--- src/hdl/srlb_pkg.sv ---
`timescale 1ns / 1ps
package srlb_pkg;

   // table sizes
   localparam int BLOCK_ENTRIES_DEF = 64;
   localparam int RATE_ENTRIES_DEF  = 64;

   // seconds from ns: ((ns >> 9) * SEC_RECIP) >> SEC_SHIFT, with 1e9 = 2^9 * 1953125
   // SEC_RECIP = ceil(2^76 / 1953125), exact for every 64-bit timestamp
   localparam logic [55:0] SEC_RECIP = 56'd38685626227668134;
   localparam int SEC_SHIFT = 76;

   // register indexes
   localparam logic [2:0] CSR_WINDOW_NS   = 3'd0;
   localparam logic [2:0] CSR_MAX_PACKETS = 3'd1;
   localparam logic [2:0] CSR_MAX_BYTES   = 3'd2;
   localparam logic [2:0] CSR_ESCALATE    = 3'd3;
   localparam logic [2:0] CSR_IPV6_ENABLE = 3'd4;

   // register reset values
   localparam logic [39:0] WINDOW_NS_RST   = 40'd1000000000;
   localparam logic [23:0] MAX_PACKETS_RST = 24'd1000;
   localparam logic [31:0] MAX_BYTES_RST   = 32'd10485760;
   localparam logic [7:0]  ESCALATE_RST    = 8'd5;

   // result reasons
   localparam logic [2:0] REASON_PASS  = 3'd0;
   localparam logic [2:0] REASON_BLOCK = 3'd1;
   localparam logic [2:0] REASON_RATE  = 3'd2;
   localparam logic [2:0] REASON_ESC   = 3'd3;
   localparam logic [2:0] REASON_HOST  = 3'd4;

   // blocklist flags
   localparam logic [2:0] FLAG_NONE = 3'd0;
   localparam logic [2:0] FLAG_RATE = 3'd4;
   localparam logic [2:0] FLAG_MAX  = 3'd5;

   typedef struct packed {
      logic        v6;
      logic [63:0] hi;
      logic [63:0] lo;
   } key_type;

   typedef struct packed {
      logic [2:0]  flag;
      logic [63:0] pkt;
      logic [63:0] bytes;
      logic [34:0] last_s;
   } block_data_type;

   typedef struct packed {
      logic [63:0] start;
      logic [31:0] pkt;
      logic [31:0] bytes;
   } rate_data_type;

   localparam int BLOCK_DW = $bits(block_data_type);
   localparam int RATE_DW  = $bits(rate_data_type);

endpackage

--- src/hdl/srlb_div.sv ---
`timescale 1ns / 1ps
module srlb_div (
   input  logic        clock,
   input  logic        reset,
   input  logic        start,
   input  logic [63:0] dividend,
   output logic        done,
   output logic [34:0] quotient
);
   import srlb_pkg::*;

   logic         run_ff, run_in;
   logic         done_ff, done_in;
   logic [1:0]   step_ff, step_in;
   logic [54:0]  dvd_ff, dvd_in;
   logic [110:0] acc_ff, acc_in;
   logic [27:0]  a_part, b_part;
   logic [55:0]  prod;
   logic [110:0] prod_sh;

   // reciprocal multiply in four steps, one 28x28 partial product per cycle
   always_comb begin
      a_part  = step_ff[1] ? {1'b0, dvd_ff[54:28]} : dvd_ff[27:0];
      b_part  = step_ff[0] ? SEC_RECIP[55:28] : SEC_RECIP[27:0];
      prod    = a_part * b_part;
      case (step_ff)
         2'd0:    prod_sh = {55'b0, prod};
         2'd3:    prod_sh = {prod[54:0], 56'b0};
         default: prod_sh = {27'b0, prod, 28'b0};
      endcase
      run_in  = run_ff;
      done_in = 1'b0;
      step_in = step_ff;
      dvd_in  = dvd_ff;
      acc_in  = acc_ff;
      if (start) begin
         run_in  = 1'b1;
         step_in = '0;
         dvd_in  = dividend[63:9];
         acc_in  = '0;
      end else if (run_ff) begin
         acc_in  = acc_ff + prod_sh;
         step_in = step_ff + 2'd1;
         if (step_ff == 2'd3) begin
            run_in  = 1'b0;
            done_in = 1'b1;
         end
      end
   end

   always_ff @(posedge clock) begin
      if (reset) begin
         run_ff  <= 1'b0;
         done_ff <= 1'b0;
         step_ff <= '0;
      end else begin
         run_ff  <= run_in;
         done_ff <= done_in;
         step_ff <= step_in;
      end
      dvd_ff <= dvd_in;
      acc_ff <= acc_in;
   end

   assign done     = done_ff;
   assign quotient = acc_ff[SEC_SHIFT+34:SEC_SHIFT];

endmodule

--- config.mk ---
export PLATFORM = sky130hd
export DESIGN_NAME = srlb_div
export DESIGN_NICKNAME = d
export VERILOG_FILES = /design/src/hdl/srlb_pkg.sv /design/src/hdl/srlb_div.sv
export SDC_FILE = /design/constraint.sdc
export NUM_CORES = 2
export LEC_CHECK = 0
export ABC_AREA = 0
export BUFFER_PORTS_ARGS = -buffer_cell sky130_fd_sc_hd__buf_2
export CAP_MARGIN = 15
export CELL_PAD_IN_SITES_DETAIL_PLACEMENT = 0
export CELL_PAD_IN_SITES_GLOBAL_PLACEMENT = 1
export CORE_UTILIZATION = 36
export CTS_BUF_LIST = sky130_fd_sc_hd__clkbuf_8
export CTS_CLUSTER_DIAMETER = 200
export DETAILED_ROUTE_END_ITERATION = 6
export PLACE_DENSITY_LB_ADDON = 0.1
export SETUP_SLACK_MARGIN = 0.3
export SYNTH_ARGS = -nofsm -noshare
export SYNTH_HDL_FRONTEND = slang
export SYNTH_SLANG_ARGS = --single-unit
--- constraint.sdc ---
create_clock -name clock -period 14.37 [get_ports clock]
set_clock_uncertainty 0.2 [all_clocks]
set_input_delay 1.437 -clock clock [delete_from_list [all_inputs] [get_ports clock]]
set_output_delay 1.437 -clock clock [all_outputs]
set_load 0.05 [all_outputs]
Yosys cells after proc, flatten, opt, wreduce, memory -nomap -nowiden
Cells that the tools add are included. W data, S select, Z words.

Register bits: 170. Input port bits: 67. Output and inout port bits: 36. Word-level logic and storage cells: 20.

Add/subtract/negate cells: 2. Multipliers: 1. Eq/ne operators: 1. Mux-type cells: 7. Bitwise operators: 1. Reductions and logical operators: 3.

Operator list (count): $pmux W111 S2 (1); $add A111 B111 Y111 (1); $mul A28 B28 Y56 (1); $mux W28 (2); $mux W1 (4); $reduce_or A3 Y1 (1); $add A2 B1 Y2 const B (1); $eq A2 B2 Y1 const B (1); $logic_not A2 Y1 (1); $reduce_or A2 Y1 (1); $not A1 Y1 (1).

Longest topological paths before layout
Word-level depth: 4. Depth in mapped cells: 46.

Least setup slack after synthesis
No wires, ideal clock.

Path kind: register to register. From: register step_ff[1]. To: register acc_ff[110]. Setup time: 0.063 ns. Arrival time: 11.204 ns. Required time: 14.107 ns. Path slack: 2.903 ns. Cell stages (with the launch flop): 45. Path buffers: 5. Clock period less this slack: 11.467 ns. Cells stage by stage: dfxtp_1 -> buf_1 -> clkbuf_1 -> buf_1 -> mux2i_1 -> inv_1 -> nand2_1 -> inv_1 -> fa_1 -> fa_1 -> inv_1 -> fa_1 -> fa_1 -> inv_1 -> fa_1 -> fa_1 -> inv_1 -> fa_1 -> [... 9 more ...] -> o22ai_1 -> nor4_2 -> a2111oi_0 -> or3_1 -> a32o_1 -> ha_1 -> clkbuf_1 -> nand4_1 -> nor2_1 -> a211oi_1 -> o21ai_0 -> a211oi_1 -> o211ai_1 -> o211ai_1 -> o21ai_0 -> a221o_1 -> mux2_1 -> nand3_1.

Word-level cells in the longest chain between the ends: 4. Elaborated cells on any way between the ends: 6. Classes of those cells: add/sub (1); mul (1); eq/ne (1); mux (2); reduce/logical (1).

Ends and longest elaborated chain: start: declaration (RTL line srlb_div.sv:14) `logic [1:0] step_ff, step_in;`; start signal: assignment (RTL line srlb_div.sv:59) `step_ff <= step_in;`; $mux W28 (RTL line srlb_div.sv:23) `a_part = step_ff[1] ? {1'b0, dvd_ff[54:28]} : dvd_ff[27:0];`; $mul A28 B28 Y56 (RTL line srlb_div.sv:25) `prod = a_part * b_part;`; $pmux W111 S2 (*) (RTL line srlb_div.sv:26) `case (step_ff)`; $add A111 B111 Y111 (*) (RTL line srlb_div.sv:42) `acc_in = acc_ff + prod_sh;`; end signal: assignment (RTL line srlb_div.sv:62) `acc_ff <= acc_in;`; end: declaration (RTL line srlb_div.sv:16) `logic [110:0] acc_ff, acc_in;`.

Every way passes the cells marked *; elsewhere a longest branch is shown, timed or not. A chain may end at the register's enable or synchronous reset.

Worst setup path after layout
From: register step_ff[1]. To: register acc_ff[102].

Same word-level chain as after synthesis.

==> results.yml <==
setup_path:
  cp_slowest_cell: "dfxtp_2"
  critPathCaptureType: "register"
  crit_path_start_kind: "register"
  path_class: "reg2reg"
  critPathMaxStageDelay_ns: 0.93
  critPathRequiredTime_ns: 14.68
  crit_fanout: 19
  arrival_ns: 13.15
sta:
  setup_violations: 0
  rsz0062_at_grt: "no"
  max_freq_ghz: 0.0779
  hold_viol: 0
  slew_violations: 0
  finalCritPeriodShare_pct: 89.3
  worst_pin_slew_ns: 1.03
  max_slew_margin_pct: 30.7
  period_needed_ns: 12.83
  fin_setup_tns_ns: 0
grt:
  grt_pass1_vias: 25400
  antenna_found_initial: 2
  grt_max_degree: 95
  grt_pass1_wl_um: 160000
  grt_use_total_pct: 23.8
  grt_overflow: 0
route:
  highest_layer: "met4"
  met2_wirelength_um: 49000
  num_vias: 25300
  wirelength_um: 106000
  first_pass_iters: 5
  m1WireLength_um: 51900
  avgRoutedWirePerCell_um: 21.6
  drc: 0
  dr_wl_met3_um: 3840
  drtIter0Drc: 1572
  detail-route-antenna-nets: 0
  viasPerCell: 5.14
logic_synthesis:
  async_reset_ff_share_pct: 0
  ys_top_cells_by_area: "fa_1 (25%), ha_1 (17%), inv_1 (7.7%), dfxtp_1 (7.1%), edfxtp_1 (5.2%)"
  ys_seq_area_share_pct: 12.3
  ys_top_cells_by_count: "inv_1 (660), ha_1 (435), fa_1 (406)"
  synth_most_common_cell: "inv_1"
  syn_avg_cell_area_sq_um: 8.65
  yosysUniqueCellTypes: 91
  synthCells: 3707
  syn-cell-area_sq_um: 32100
  yosys_warnings: 0
  synth_edf_count: 55
  synth_top_area_cell: "fa_1"
  synth_ff_type: "dfxtp_1"
  ys_seq_elements: 169
  synth_top_area_share_pct: 25.4
cts:
  cts_tree: "built"
  htreeDepth: 4
  clk_latency_ns: 0.63
  hold_buffers: 0
  post_cts_resized: 0
  clkTransAtPathRegs_ns: 0.13
  post_cts_buffers: 0
  cts_inserted_buffers: 17
  numClockSinks: 169
  cts_buffer_depth: 2
  root_buffer: "clkbuf_8"
floorplanning:
  fp-row-count: 109
  die_h_um: 300
  start_util_pct: 36.3
  die-area_sq_um: 90200
  core_sq_um: 88200
  ios: 103
  die_x_um: 300
placed_design:
  gp_congestion: 0.903
  port_buffers: 93
  hpwl_um: 89200
worst_hold_path:
  holdCritPathClass: "reg2reg"
layout:
  fin_nets: 4653
  final.fill_count: 9317
  final_layout_size_suffix_gt1_share_pct: 6.63
  area_growth_pct: 6.94
status:
  status: "finished, final reports clean"
job:
  drv_cap: 0
==> path summary, 6_finish.rpt <==
check | slack (ns) | cells after the start | endpoint | startpoint
max | 1.54 | 41 | acc_ff[102] | step_ff[1]
min | 0.27 | 2 | acc_ff[69] | acc_ff[69]
max reg2reg | 1.54 | 41 | acc_ff[102] | step_ff[1]
min reg2reg | 0.27 | 2 | acc_ff[69] | acc_ff[69]
==> cell usage in the layout (no fill, tap or decap), types with 94 or more instances in the layout <==
| cell | n |
|---|---|
| o21ai_0 | 151 |
| a21o_1 | 107 |
| ha_1 | 435 |
| nor2_1 | 304 |
| a21oi_1 | 225 |
| xnor2_1 | 128 |
| dfxtp_1 | 111 |
| inv_1 | 661 |
| mux2i_1 | 94 |
| nand2_1 | 223 |
| fa_1 | 406 |
==> worst max-delay path, delay by kind of cell (launching register included) <==
kind | cells | cell delay (ns)
AO/OA/AOI/OAI | 15 | 4.01
XOR/XNOR | 3 | 0.70
adder cells (fa/ha/maj) | 9 | 4.07
buffers and inverters | 8 | 1.27
flip-flops | 1 | 0.93
multiplexers | 1 | 0.60
AND/OR/NAND/NOR | 5 | 0.92
==> flip-flops by register name (all words and copies together), names as in the netlist <==
name     flops
step_ff      2
run_ff       1
done         1
acc_ff     110
dvd_ff      55
==> cell families (layout without fill, tap and decap cells) <==
logic type,Yosys count,in the layout,synth area share [%]
adder cells (fa/ha/maj),844,844,42.4
flip-flops,169,169,12.3
other,2,32,0.0234
multiplexers,101,101,3.17
AO/OA/AOI/OAI,735,735,14.8
XOR/XNOR,184,184,5.03
AND/OR/NAND/NOR,832,832,12.0
buffers and inverters,840,866,10.3
==> metrics by stage <==
step           cell area [sq um]  instances  hold slack (ns)  worst slack (ns)  util [%]
4_1_cts                    34300       4923            0.278              1.43      38.8
3_5_place_dp               33900       4891            0.251              1.47      38.4
2_1_floorplan              32200       3732            0.232              2.90         -
3_3_place_gp               33900       4891            0.247              1.46      38.4
5_1_grt                    34300       4925            0.302             0.868      38.8
6_report                   34300       4928            0.273              1.54      38.9
==> layout make-up <==
class                   instances  area (sq um)  area share, %
diodes                          5          12.5         0.0365
clock buffers                  20           275          0.803
clock inverters                12           111          0.325
inverters                     669          2510           7.32
multi-input cells            2723         24900           72.8
flip-flops and latches        169          3940           11.5
well taps                    1165          1460           4.25
repair buffers                165          1020           2.99
==> per-layer routing <==
metal  vias to the layer above  global-route usage, %
li1                      12300                      -
met1                     12500                   34.5
met2                       444                   38.3
met3                        58                   2.37
met4                         0                   4.99
met5                         -                      0
Power is not shown: default switching activity piles up to over one toggle a cycle in this logic, so the estimate is an artifact.
